`config.mk`:
```
export PLATFORM = sky130hd
export DESIGN_NAME = peer_wire_message_parser_unit
export DESIGN_NICKNAME = d
export VERILOG_FILES = /design/src/pwmp_pkg.sv /design/src/peer_wire_message_parser_unit.sv
export VERILOG_INCLUDE_DIRS = /design/src /design/src/src
export SDC_FILE = /design/constraint.sdc
export NUM_CORES = 1
export LEC_CHECK = 0
export BUFFER_PORTS_ARGS = -buffer_cell sky130_fd_sc_hd__buf_2
export CORE_MARGIN = 3
export CORE_UTILIZATION = 40
export DETAILED_ROUTE_END_ITERATION = 6
export PLACE_DENSITY = 0.55
export SYNTH_ARGS = -nofsm -noshare
export SYNTH_HDL_FRONTEND = slang
export SYNTH_SLANG_ARGS = --single-unit
```
`constraint.sdc`:
```
create_clock -name clk -period 5.62 [get_ports clk]
set_input_delay 0.281 -clock clk [delete_from_list [all_inputs] [get_ports clk]]
set_output_delay 0.281 -clock clk [all_outputs]
set_load 0.005 [all_outputs]
```
`src/assert_macros.svh`:
```
// Assertion macros shared by the RTL files.
// Needs a clock and an active-high reset at each use.
`ifndef ASSERT_MACROS_SVH
`define ASSERT_MACROS_SVH

`ifndef ASSERT_OFF

// Property checked at every rising edge outside reset.
`define ASSERT_PROP(name, clk, rst, prop, msg) \
  name: assert property (@(posedge clk) disable iff (rst) (prop)) else $error(msg);

// Condition that must never hold at a rising edge outside reset.
`define ASSERT_NEVER(name, clk, rst, expr, msg) \
  name: assert property (@(posedge clk) disable iff (rst) !(expr)) else $error(msg);

`else

`define ASSERT_PROP(name, clk, rst, prop, msg)
`define ASSERT_NEVER(name, clk, rst, expr, msg)

`endif

`endif

```
`src/pwmp_pkg.sv`:
```
// Shared types and constants for the peer-wire message parser.
// No dependencies.
package pwmp_pkg;

  localparam int MAP_BYTES_DEF = 256;

  // handshake layout
  localparam logic [7:0] HS_PSTRLEN  = 8'd19;
  localparam logic [6:0] HS_PROTO_END = 7'd19;
  localparam logic [6:0] HS_HASH_BEG = 7'd28;
  localparam logic [6:0] HS_HASH_END = 7'd48;
  localparam logic [6:0] HS_LAST     = 7'd67;

  // configuration register indexes
  localparam logic [1:0] REG_HASH_HI  = 2'd0;
  localparam logic [1:0] REG_HASH_MID = 2'd1;
  localparam logic [1:0] REG_HASH_LO  = 2'd2;

  // message type codes
  localparam logic [3:0] MT_CHOKE      = 4'd0;
  localparam logic [3:0] MT_UNCHOKE    = 4'd1;
  localparam logic [3:0] MT_INTERESTED = 4'd2;
  localparam logic [3:0] MT_NOTINTER   = 4'd3;
  localparam logic [3:0] MT_HAVE       = 4'd4;
  localparam logic [3:0] MT_BITFIELD   = 4'd5;
  localparam logic [7:0] MT_MAX        = 8'd8;

  // event codes
  localparam logic [3:0] EV_NONE      = 4'd0;
  localparam logic [3:0] EV_HS_OK     = 4'd1;
  localparam logic [3:0] EV_KEEPALIVE = 4'd2;
  localparam logic [3:0] EV_MSG_BASE  = 4'd3;
  localparam logic [3:0] EV_ERROR     = 4'd12;

  typedef enum logic [2:0] {
    PH_HANDSHAKE,
    PH_LENGTH,
    PH_TYPE,
    PH_PAYLOAD,
    PH_FAILED
  } phase_t;

  // "BitTorrent protocol"
  function automatic logic [7:0] proto_byte(input logic [4:0] idx);
    logic [7:0] ch;
    unique case (idx)
      5'd0:    ch = 8'h42;
      5'd1:    ch = 8'h69;
      5'd2:    ch = 8'h74;
      5'd3:    ch = 8'h54;
      5'd4:    ch = 8'h6f;
      5'd5:    ch = 8'h72;
      5'd6:    ch = 8'h72;
      5'd7:    ch = 8'h65;
      5'd8:    ch = 8'h6e;
      5'd9:    ch = 8'h74;
      5'd10:   ch = 8'h20;
      5'd11:   ch = 8'h70;
      5'd12:   ch = 8'h72;
      5'd13:   ch = 8'h6f;
      5'd14:   ch = 8'h74;
      5'd15:   ch = 8'h6f;
      5'd16:   ch = 8'h63;
      5'd17:   ch = 8'h6f;
      5'd18:   ch = 8'h6c;
      default: ch = 8'h00;
    endcase
    return ch;
  endfunction

endpackage

```
`src/peer_wire_message_parser_unit.sv`:
```
// Peer-wire receive parser: handshake check, message framing, piece map.
// Depends on pwmp_pkg and assert_macros.svh.
//
// Takes one received byte per clock and returns one result per byte, in the
// cycle after the byte is taken, through a single output register; a new
// byte is taken in the same cycle the pending result leaves, so the block
// runs at one byte per clock unless the result side stalls. The piece map
// lives in a MAP_BYTES-deep memory with a registered read: a have
// message reads its map byte on its last byte and writes the updated byte
// back on the next clock; bitfield payload bytes are written directly.
// Per-entry valid flops make reset and the bitfield clear immediate, so no
// clearing pass is needed. The info hash registers are written through the
// cfg port, which is always ready.
`include "assert_macros.svh"

module peer_wire_message_parser_unit
  import pwmp_pkg::*;
#(
  parameter int MAP_BYTES = MAP_BYTES_DEF
) (
  input  logic        clk,
  input  logic        rst,
  input  logic        cfg_valid,
  output logic        cfg_ready,
  input  logic [1:0]  cfg_index,
  input  logic [63:0] cfg_data,
  input  logic        byte_valid,
  output logic        byte_stall,
  input  logic [7:0]  in_byte,
  output logic        event_valid,
  input  logic        event_stall,
  output logic [3:0]  event_res,
  output logic        peer_choking,
  output logic        peer_interested,
  output logic [31:0] have_index,
  output logic        failed
);

  localparam int MAP_AW   = (MAP_BYTES > 1) ? $clog2(MAP_BYTES) : 1;
  localparam int PCNT_MAX = (MAP_BYTES > 4) ? MAP_BYTES : 4;
  localparam int PCNT_W   = $clog2(PCNT_MAX + 1);

  // configuration
  logic [63:0]  hash_hi;
  logic [63:0]  hash_mid;
  logic [31:0]  hash_lo;
  logic [159:0] hash_all;

  // parse state
  phase_t            phase, phase_next;
  logic [6:0]        cnt, cnt_next;
  logic [PCNT_W-1:0] pcnt, pcnt_next;
  logic [31:0]       msg_length, msg_length_next;
  logic [31:0]       remain, remain_next;
  logic [3:0]        msg_type, msg_type_next;
  logic [31:0]       index_accum, index_accum_next;
  logic [31:0]       last_have, last_have_next;
  logic              choked, choked_next;
  logic              interest, interest_next;
  logic              mismatch, mismatch_next;

  logic       accept;
  logic [3:0] ev;
  logic       finish;
  logic       hs_bad;
  logic [4:0] hash_idx;
  logic [7:0] hash_base;

  // map requests
  logic              map_rd;
  logic [MAP_AW-1:0] map_rd_addr;
  logic [7:0]        map_mask;
  logic              bf_wr;
  logic [MAP_AW-1:0] bf_addr;
  logic              bf_clear;

  // map memory and writeback stage
  logic [7:0]           map_mem [MAP_BYTES];
  logic [MAP_BYTES-1:0] map_vld;
  logic [7:0]           rd_data;
  logic                 rd_vld;
  logic                 wb_pend;
  logic [MAP_AW-1:0]    wb_addr;
  logic [7:0]           wb_mask;
  logic [7:0]           wb_data;

  assign cfg_ready  = 1'b1;
  assign byte_stall = event_valid && event_stall;
  assign accept     = byte_valid && !byte_stall;
  assign hash_all   = {hash_hi, hash_mid, hash_lo};

  assign peer_choking    = choked;
  assign peer_interested = interest;
  assign have_index      = last_have;
  assign failed          = (phase == PH_FAILED);

  always_ff @(posedge clk) begin
    if (rst) begin
      hash_hi  <= '0;
      hash_mid <= '0;
      hash_lo  <= '0;
    end else if (cfg_valid && cfg_ready) begin
      unique case (cfg_index)
        REG_HASH_HI:  hash_hi  <= cfg_data;
        REG_HASH_MID: hash_mid <= cfg_data;
        REG_HASH_LO:  hash_lo  <= cfg_data[31:0];
        default: ;
      endcase
    end
  end

  assign hash_idx  = 5'(cnt - HS_HASH_BEG);
  assign hash_base = 8'd159 - {hash_idx, 3'b000};

  always_comb begin
    phase_next       = phase;
    cnt_next         = cnt;
    pcnt_next        = pcnt;
    msg_length_next  = msg_length;
    remain_next      = remain;
    msg_type_next    = msg_type;
    index_accum_next = index_accum;
    last_have_next   = last_have;
    choked_next      = choked;
    interest_next    = interest;
    mismatch_next    = mismatch;
    ev               = EV_NONE;
    finish           = 1'b0;
    hs_bad           = 1'b0;
    map_rd           = 1'b0;
    bf_wr            = 1'b0;
    bf_addr          = pcnt[MAP_AW-1:0];
    bf_clear         = 1'b0;

    unique case (phase)
      PH_HANDSHAKE: begin
        if (cnt == '0) begin
          hs_bad = (in_byte != HS_PSTRLEN);
        end else if (cnt <= HS_PROTO_END) begin
          hs_bad = (in_byte != proto_byte(5'(cnt - 7'd1)));
        end else if (cnt >= HS_HASH_BEG && cnt < HS_HASH_END) begin
          hs_bad = (in_byte != hash_all[hash_base -: 8]);
        end
        mismatch_next = mismatch || hs_bad;
        if (cnt == HS_LAST) begin
          cnt_next = '0;
          if (mismatch_next) begin
            phase_next = PH_FAILED;
            ev         = EV_ERROR;
          end else begin
            phase_next = PH_LENGTH;
            ev         = EV_HS_OK;
          end
        end else begin
          cnt_next = cnt + 7'd1;
        end
      end
      PH_LENGTH: begin
        msg_length_next = {msg_length[23:0], in_byte};
        if (cnt == 7'd3) begin
          cnt_next = '0;
          if (msg_length_next == '0) begin
            ev = EV_KEEPALIVE;
          end else begin
            phase_next = PH_TYPE;
          end
        end else begin
          cnt_next = cnt + 7'd1;
        end
      end
      PH_TYPE: begin
        index_accum_next = '0;
        pcnt_next        = '0;
        msg_type_next    = in_byte[3:0];
        if (in_byte > MT_MAX) begin
          phase_next = PH_FAILED;
          ev         = EV_ERROR;
        end else begin
          bf_clear    = (in_byte[3:0] == MT_BITFIELD);
          remain_next = msg_length - 32'd1;
          if (msg_length == 32'd1) begin
            finish = 1'b1;
          end else begin
            phase_next = PH_PAYLOAD;
          end
        end
      end
      PH_PAYLOAD: begin
        if (msg_type == MT_HAVE && pcnt < PCNT_W'(4)) begin
          index_accum_next = {index_accum[23:0], in_byte};
        end
        if (msg_type == MT_BITFIELD && pcnt < PCNT_W'(MAP_BYTES)) begin
          bf_wr = 1'b1;
        end
        if (pcnt < PCNT_W'(PCNT_MAX)) begin
          pcnt_next = pcnt + PCNT_W'(1);
        end
        remain_next = remain - 32'd1;
        finish      = (remain == 32'd1);
      end
      PH_FAILED: ;
      default: phase_next = PH_FAILED;
    endcase

    // index includes the byte taken this cycle
    map_rd_addr = index_accum_next[MAP_AW+2:3];
    map_mask    = 8'h80 >> index_accum_next[2:0];

    if (finish) begin
      ev         = EV_MSG_BASE + msg_type_next;
      phase_next = PH_LENGTH;
      cnt_next   = '0;
      case (msg_type_next)
        MT_CHOKE:      choked_next   = 1'b1;
        MT_UNCHOKE:    choked_next   = 1'b0;
        MT_INTERESTED: interest_next = 1'b1;
        MT_NOTINTER:   interest_next = 1'b0;
        MT_HAVE: begin
          last_have_next = index_accum_next;
          map_rd         = (index_accum_next[31:3] < 29'(MAP_BYTES));
        end
        default: ;
      endcase
    end
  end

  always_ff @(posedge clk) begin
    if (rst) begin
      phase       <= PH_HANDSHAKE;
      cnt         <= '0;
      pcnt        <= '0;
      msg_length  <= '0;
      remain      <= '0;
      msg_type    <= '0;
      index_accum <= '0;
      last_have   <= '0;
      choked      <= 1'b1;
      interest    <= 1'b0;
      mismatch    <= 1'b0;
    end else if (accept) begin
      phase       <= phase_next;
      cnt         <= cnt_next;
      pcnt        <= pcnt_next;
      msg_length  <= msg_length_next;
      remain      <= remain_next;
      msg_type    <= msg_type_next;
      index_accum <= index_accum_next;
      last_have   <= last_have_next;
      choked      <= choked_next;
      interest    <= interest_next;
      mismatch    <= mismatch_next;
    end
  end

  // result register
  always_ff @(posedge clk) begin
    if (rst) begin
      event_valid <= 1'b0;
    end else if (accept) begin
      event_valid <= 1'b1;
    end else if (!event_stall) begin
      event_valid <= 1'b0;
    end
  end

  always_ff @(posedge clk) begin
    if (accept) begin
      event_res <= ev;
    end
  end

  // Map read-modify-write. The writeback lands in the clock after the read and
  // the next map access is at least four bytes later (a new length prefix),
  // so a read never sees a stale entry.
  always_ff @(posedge clk) begin
    if (rst) begin
      wb_pend <= 1'b0;
    end else begin
      wb_pend <= accept && map_rd;
    end
  end

  always_ff @(posedge clk) begin
    if (accept && map_rd) begin
      rd_data <= map_mem[map_rd_addr];
      rd_vld  <= map_vld[map_rd_addr];
      wb_addr <= map_rd_addr;
      wb_mask <= map_mask;
    end
  end

  assign wb_data = (rd_vld ? rd_data : 8'h00) | wb_mask;

  always_ff @(posedge clk) begin
    if (wb_pend) begin
      map_mem[wb_addr] <= wb_data;
    end else if (accept && bf_wr) begin
      map_mem[bf_addr] <= in_byte;
    end
  end

  always_ff @(posedge clk) begin
    if (rst) begin
      map_vld <= '0;
    end else if (accept && bf_clear) begin
      map_vld <= '0;
    end else if (wb_pend) begin
      map_vld[wb_addr] <= 1'b1;
    end else if (accept && bf_wr) begin
      map_vld[bf_addr] <= 1'b1;
    end
  end

  `ASSERT_NEVER(a_map_port_conflict, clk, rst, wb_pend && accept && (bf_wr || bf_clear || map_rd), "map writeback collides with another map access")
  `ASSERT_PROP(a_failed_sticky, clk, rst, (phase == PH_FAILED) |=> (phase == PH_FAILED), "failed phase left without reset")
  `ASSERT_PROP(a_error_fails, clk, rst, (event_valid && event_res == EV_ERROR) |-> failed, "error result without failed state")
  `ASSERT_PROP(a_result_held, clk, rst, (event_valid && event_stall) |=> (event_valid && $stable(event_res)), "stalled result lost or changed")

endmodule
```
==> flow_metrics.py, run 1 <==
metrics = {
    "floorplan": {
        "coreArea_um2": 38100,
        "start_util": 0.411,
        "ioPinCount": 121,
        "die_w_um": 204,
        "die_h_um": 204,
        "placementRows": 71,
        "dieArea_um2": 41600,
    },
    "critical_path": {
        "worst-path-max-fanout": 26,
        "crit_required_ps": 5900,
        "critPathKind": "flop to flop",
        "startpoint_type": "flop",
        "rrSetupSlack_ps": 1250,
        "cpMostUsedCell": "a41oi_1",
        "cp_num_buf_inv": 1,
        "worst_ep_arrival_time_ps": 4650,
        "cpPeakStageDelay_ps": 1050,
        "slowest_stage": "ha_1",
        "worst_setup_path_end_kind": "flop",
        "r2r_start": "cnt[3]",
        "rr_worst_depth": 11,
        "cp_top_family": "simple AND/OR/NAND/NOR gates",
        "r2r_end": "event_res[0]",
        "path_cells": "inv_1 > ha_1 > nand3b_1 > nor2_1 > or4_1 > o31ai_1 > xnor2_1 > a41oi_1 > a41oi_1 > or2_1 > o22ai_1",
    },
    "global_route": {
        "grt_pass1_wl_mm": 73.5,
        "antenna_found_initial": 0,
        "grtUsageTotal": 0.220,
        "grt_max_degree": 101,
        "grt-ovfl-total": 0,
        "grt_pass1_vias": 13300,
    },
    "cells_and_area": {
        "finalNetCount": 2138,
        "seqCellArea_um2": 6430,
        "area_delta_synth_final_pct": 15.9,
        "num_antenna_cells": 0,
        "fillCellCount": 3805,
        "multi_input_area_um2": 8500,
        "layout-drive-gt1-share": 0.118,
        "final_core_util": 0.476,
    },
    "sta": {
        "period_share": 0.778,
        "fin_crit_ps": 4370,
        "rsz0062_at_grt": "false",
        "clock_skew_ps": 23.5,
        "report.final.hold_viol_count": 0,
        "tightest_slew_ps": 1120,
        "setup_viol": 0,
        "max_freq_ghz": 0.229,
        "slew_viol_final": 0,
        "slew_headroom": 0.256,
        "worst_slack_ps": 1250,
        "finalSetupTns_ps": 0,
    },
    "clocking": {
        "clk_pin_slew_ps": 60,
        "cts_sinks": 319,
        "htreeDepth": 2,
        "cts_buffers": 37,
        "cts-root-buf": "clkbuf_16",
        "post_cts_buffers": 0,
        "cts.path.max_buffers": 3,
        "cts_tree": "yes",
        "clk_latency_ps": 550,
    },
    "placement": {
        "port_buffers": 119,
        "dp_hpwl_mm": 31.0,
        "gp_congestion": 0.850,
        "place_ws_ps": 1300,
    },
    "worst_hold_path": {
        "hp-start": "cfg_data[40]",
        "min_path_cells": 3,
        "hold_end": "hash_hi[40]",
        "hold_class": "input port to flop",
    },
    "synthesis": {
        "synth_largest_area_cell": "dfxtp_1",
        "ys_ff_latch": 319,
        "synth_area_um2": 15700,
        "synth_top_area_frac": 0.403,
        "synth_commonest_cells": "455 x nand2_1, 315 x dfxtp_1, 237 x a21oi_1",
        "synth_seq_area_share": 0.410,
        "synth_edf_count": 4,
        "yosysMostFrequentCell": "nand2_1",
        "syn_nets": 2064,
        "synthCells": 1964,
        "synth.distinct_cells": 86,
        "ys_warn_count": 0,
        "ys.flop_type": "dfxtp_1",
        "netlist_top_cells_area": "dfxtp_1 40%, nand2_1 11%, a21oi_1 7.6%",
        "synthArstFlopShare": 0,
        "avgSynthCellArea_um2": 7.97,
    },
    "routing": {
        "drt-initial-drc-count": 1186,
        "ant_nets": 0,
        "drc": 0,
        "wire_per_inst_um": 18.1,
        "vias_per_cell": 5.51,
        "firstDrtPassIters": 5,
        "drt_wl_total_mm": 46.5,
        "vias": 14200,
    },
    "power": {
        "power_density_nw_per_um2": 282,
        "leakage_uw": 0.00680,
        "vdd_drop_max_mv": 0.233,
    },
    "status": {
        "outcome": "complete, no violations",
    },
    "flow_run": {
        "drv_cap": 0,
    },
}
==> logic make-up (layout without fill, tap and decap cells) <==
logic type / count (synthesis) / after routing / share of synthesized area
simple gates: 792 / 792 / 0.223
buf+inv: 189 / 287 / 0.0482
mux: 106 / 106 / 0.0816
xor+xnor: 48 / 48 / 0.0268
other cells: 1 / 1 / 0.000239
fa+ha+maj: 21 / 21 / 0.0168
compound gates: 488 / 488 / 0.193
flops: 319 / 319 / 0.410
==> worst register-to-register path, stage by stage, from the launching register on <==
cell      delay (ps)
dfxtp_1          600
inv_1            190
ha_1            1050
nand3b_1         450
nor2_1            80
or4_1            460
o31ai_1          360
xnor2_1          160
a41oi_1           60
a41oi_1          400
or2_1            200
o22ai_1           90
==> routing by layer <==
layer,wire (um),track usage,part of all wire
met5,0,0,0
met4,1270,0.0735,0.027
met3,2310,0.0299,0.050
met2,21600,0.356,0.46
met1,21300,0.303,0.46
==> final cells by class <==
class | instances | share of cell area
tap | 511 | 0.0352
inverter | 32 | 0.00662
multi-input combinational | 1456 | 0.468
clock buffer | 57 | 0.0625
timing repair buffer | 192 | 0.0710
sequential | 319 | 0.354
clock inverter | 6 | 0.00214
==> metrics by stage <==
stage	cells	hold slack [ps]	power (uW)	area, um2
5_1_grt	2573	11.2	5300	18200
6_report	2573	15.2	5110	18200
3_3_place_gp	2456	440	2800	16400
3_5_place_dp	2456	444	2800	16400
2_1_floorplan	1964	405	2660	15700
4_1_cts	2573	0.134	5170	18200
==> worst max path at each step <==
stage | end | slack [ps] | from | depth (start not counted)
after floorplan | event_res[0] | 1880 | cnt[2] | 15
after global placement | event_res[0] | 1390 | cnt[3] | 11
after detailed placement | event_res[0] | 1300 | cnt[3] | 11
after CTS | event_res[0] | 1270 | cnt[3] | 11
after global routing | event_res[0] | 980 | cnt[3] | 11
final | event_res[0] | 1250 | cnt[3] | 11
==> cell usage in the layout, fill, tap and decap left out, types with 22 or more instances in the layout <==
cell type and instances:
nor3_1 45, a22oi_1 37, nand3_1 25, dlygate4sd3_1 54, xnor2_1 22, o21ai_0 54
a22o_1 34, mux2i_1 85, nand2_1 455, nor2_1 144, a21oi_1 237, dfxtp_1 313
inv_1 32, clkbuf_16 40, xor2_1 26, buf_2 118
==> sequential cells by signal, indices dropped and copies added, names as in the netlist, 3 cells and up <==
name,flops
event_res,4
hash_mid,64
msg_length,32
hash_lo,32
cnt,7
remain,32
have_index,32
msg_type,4
index_accum,32
hash_hi,64
phase,3
pcnt,9
==> report_power, final <==
part           total, uW  leakage, uW  switching [uW]  internal, uW
registers           2340      0.00259            33.8          2310
logic                434      0.00364             265           169
clock network       2330     0.000572             947          1390
==> timing repair <==
item / in CTS / in global routing
gates resized for setup: 0 / 0
setup endpoints to repair: 0 / 0
hold buffers: 54 / 0
endpoints found under the hold margin: 114 / 0
No activity file was read; power rests on OpenSTA's default activity.
==> inputs of run 2 (changes only) <==
--- a/config.mk
+++ b/config.mk
@@ -6,11 +6,12 @@
 export SDC_FILE = /design/constraint.sdc
 export NUM_CORES = 1
 export LEC_CHECK = 0
+export ABC_AREA = 1
 export BUFFER_PORTS_ARGS = -buffer_cell sky130_fd_sc_hd__buf_2
 export CORE_MARGIN = 3
 export CORE_UTILIZATION = 40
 export DETAILED_ROUTE_END_ITERATION = 6
-export PLACE_DENSITY = 0.55
+export PLACE_DENSITY = 0.57
 export SYNTH_ARGS = -nofsm -noshare
 export SYNTH_HDL_FRONTEND = slang
 export SYNTH_SLANG_ARGS = --single-unit
==> constraint.sdc (replaced) <==
create_clock -name clk -period 3.55 [get_ports clk]
set_input_delay 0.1775 -clock clk [delete_from_list [all_inputs] [get_ports clk]]
set_output_delay 0.1775 -clock clk [all_outputs]
set_load 0.005 [all_outputs]
==> flow_metrics.py, run 2 <==
metrics = {
    "status": {
        "outcome": "complete, no violations",
    },
    "synthesis": {
        "yosysMostFrequentCell": "nand2_1",
        "synth_area_um2": 16300,
        "synthArstFlopShare": 0,
        "synth_commonest_cells": "424 x nand2_1, 315 x dfxtp_1, 308 x nor2_1",
        "syn_nets": 2497,
        "synth_seq_area_share": 0.394,
        "ys.flop_type": "dfxtp_1",
        "netlist_top_cells_area": "dfxtp_1 39%, nand2_1 9.8%, o21ai_0 9.2%",
        "synth.distinct_cells": 58,
        "synth_largest_area_cell": "dfxtp_1",
        "synth_top_area_frac": 0.387,
        "synthCells": 2397,
        "avgSynthCellArea_um2": 6.80,
        "ys_ff_latch": 319,
        "synth_edf_count": 4,
        "ys_warn_count": 0,
    },
    "placement": {
        "port_buffers": 119,
        "dp.cells": 2941,
        "dp_hpwl_mm": 32.9,
        "place_ws_ps": 483,
        "dpl_cell_area_um2": 17200,
        "gp_congestion": 0.867,
    },
    "clocking": {
        "cts_buffers": 39,
        "cts_sinks": 319,
        "post_cts_buffers": 0,
        "cts-root-buf": "clkbuf_16",
        "cts_tree": "yes",
        "clk_pin_slew_ps": 60,
        "holdBufCountCts": 65,
        "cts_resized": 0,
        "htreeDepth": 2,
        "clk_latency_ps": 550,
        "cts.path.max_buffers": 3,
    },
    "cells_and_area": {
        "fillCellCount": 4102,
        "reg.largest.list": "hash_hi x64, hash_mid x64",
        "final_cell_mix": "424 x nand2_1, 314 x dfxtp_1, 306 x nor2_1",
        "final_core_util": 0.478,
        "multi_input_area_um2": 8180,
        "finalNetCount": 2622,
        "fin_cells": 3075,
        "seqCellArea_um2": 6430,
        "area_delta_synth_final_pct": 17.4,
        "layout-drive-gt1-share": 0.112,
        "final_common_cell": "nand2_1",
        "postLayoutCellArea_um2": 19100,
        "num_antenna_cells": 0,
    },
    "sta": {
        "worst_slack_ps": 428,
        "max_freq_ghz": 0.320,
        "slew_viol_final": 0,
        "report.final.hold_viol_count": 0,
        "fin_crit_ps": 3120,
        "period_share": 0.880,
        "clock_skew_ps": 17.3,
        "rsz0062_at_grt": "false",
        "setup_viol": 0,
        "slew_headroom": 0.344,
        "tightest_slew_ps": 983,
        "finalSetupTns_ps": 0,
    },
    "routing": {
        "drc": 0,
        "drt-met1-wl_mm": 22.1,
        "routed.top_layer": "met4",
        "dr_wl_met3_mm": 2.40,
        "wire_per_inst_um": 15.8,
        "routed-wl-met2_mm": 22.7,
        "firstDrtPassIters": 5,
        "vias_per_cell": 5.11,
        "drt_wl_total_mm": 48.5,
        "vias": 15700,
        "ant_nets": 0,
        "drt-initial-drc-count": 1026,
    },
    "critical_path": {
        "critPathKind": "flop to flop",
        "worst_setup_path_end_kind": "flop",
        "rr_worst_depth": 23,
        "cpPeakStageDelay_ps": 440,
        "path_cells": "inv_1 > ha_1 > inv_1 > nor2_2 > nor2_2 > nand3_1 > nand2_1 > nand2_1 > nand2_1 > nand2_1 > nand2_1 > inv_1 > nand2_1 > nor2_1 > nand2_1 > nand2_1 > nand2_1 > nand2_1 > nand2_1 > nand2_1 > o21bai_1 > inv_1 > nand2_1",
        "startpoint_type": "flop",
        "worst-path-max-fanout": 9,
        "cpMostUsedCell": "nand2_1",
        "crit_required_ps": 3860,
        "slowest_stage": "dfxtp_1",
        "worst_ep_arrival_time_ps": 3430,
    },
    "floorplan": {
        "placementRows": 73,
        "start_util": 0.407,
        "dieArea_um2": 43200,
        "die_w_um": 208,
        "die_h_um": 208,
        "ioPinCount": 121,
        "coreArea_um2": 40000,
    },
    "worst_hold_path": {
        "min_path_cells": 3,
        "hold_class": "input port to flop",
    },
    "global_route": {
        "grt_max_degree": 127,
        "grt_pass1_wl_mm": 78.7,
        "grtUsageTotal": 0.218,
        "antenna_found_initial": 0,
        "grt-ovfl-total": 0,
        "grt_pass1_vias": 14900,
    },
    "power": {
        "vdd_drop_max_mv": 0.373,
        "leakage_uw": 0.00841,
        "power_density_nw_per_um2": 763,
    },
    "flow_run": {
        "drv_cap": 0,
    },
}
-- run 2: changes by cell type in the layout (fill, tap and decap cells not counted), moves of 13 or more --
cell	previous run	this run
or3_1	18	1
buf_4	19	32
nand2_1	455	424
o21ai_0	54	299
o211ai_1	4	20
nor2_1	144	306
a21oi_1	237	222
nand3_1	25	103
mux2i_1	85	0
mux4_2	17	0
inv_1	32	276
nor3_1	45	30
a22o_1	34	1
-- run 2: cells by family (layout without fill, tap and decap cells) --
logic type / Yosys count / in the layout / share of synthesized area
and+or+nand+nor: 955 / 955 / 0.252
AOI/OAI and AO/OA: 637 / 637 / 0.211
xor gates and xnor gates: 39 / 39 / 0.0210
DFF: 319 / 319 / 0.394
buffers and inverters: 425 / 578 / 0.105
adders and majority gates: 21 / 21 / 0.0161
other: 1 / 1 / 0.000230
-- run 2: through the flow --
stage	hold slack, ps	power, uW
4_1_cts	2.42	14700
3_3_place_gp	430	10600
2_1_floorplan	343	9120
6_report	28.7	14600
5_1_grt	54.8	15700
3_5_place_dp	435	10600
-- run 2: cell type report --
class	count	share of cell area
multi-input cells	1653	0.427
flip-flops and latches	319	0.336
repair buffers	217	0.0787
clock buffers	61	0.0627
inverters	292	0.0577
well taps	525	0.0343
clock inverters	8	0.00340
-- run 2: worst paths after layout --
| check | start | to | slack [ps] |
|---|---|---|---|
| max reg2reg | cnt[3] | event_res[2] | 430 |
| max | cnt[3] | event_res[2] | 430 |
| min | cfg_data[15] | hash_hi[15] | 30 |
| min reg2reg | have_index[14] | have_index[14] | 440 |
-- run 2: where the power goes --
part           leakage [uW]  internal, uW  total, uW  switching, uW
Combinational       0.00518          2250       6510           4260
Sequential          0.00261          3890       4170            275
Clock              0.000621          2320       3920           1590
Total               0.00841          8470      14600           6130
-- run 2: worst max-delay path: cells and delay by family, from the launching register on --
kind | cells | cell delay, ps
adders and majority gates | 1 | 380
AOI/OAI and AO/OA | 1 | 80
buffers and inverters | 4 | 360
and+or+nand+nor | 17 | 1600
DFF | 1 | 440
-- run 2: metal layers --
layer  up-vias  global-route usage
met3        74              0.0332
met5         -                   0
met1      7221               0.292
met2       356               0.365
met4         0              0.0665
li1       8070                   -
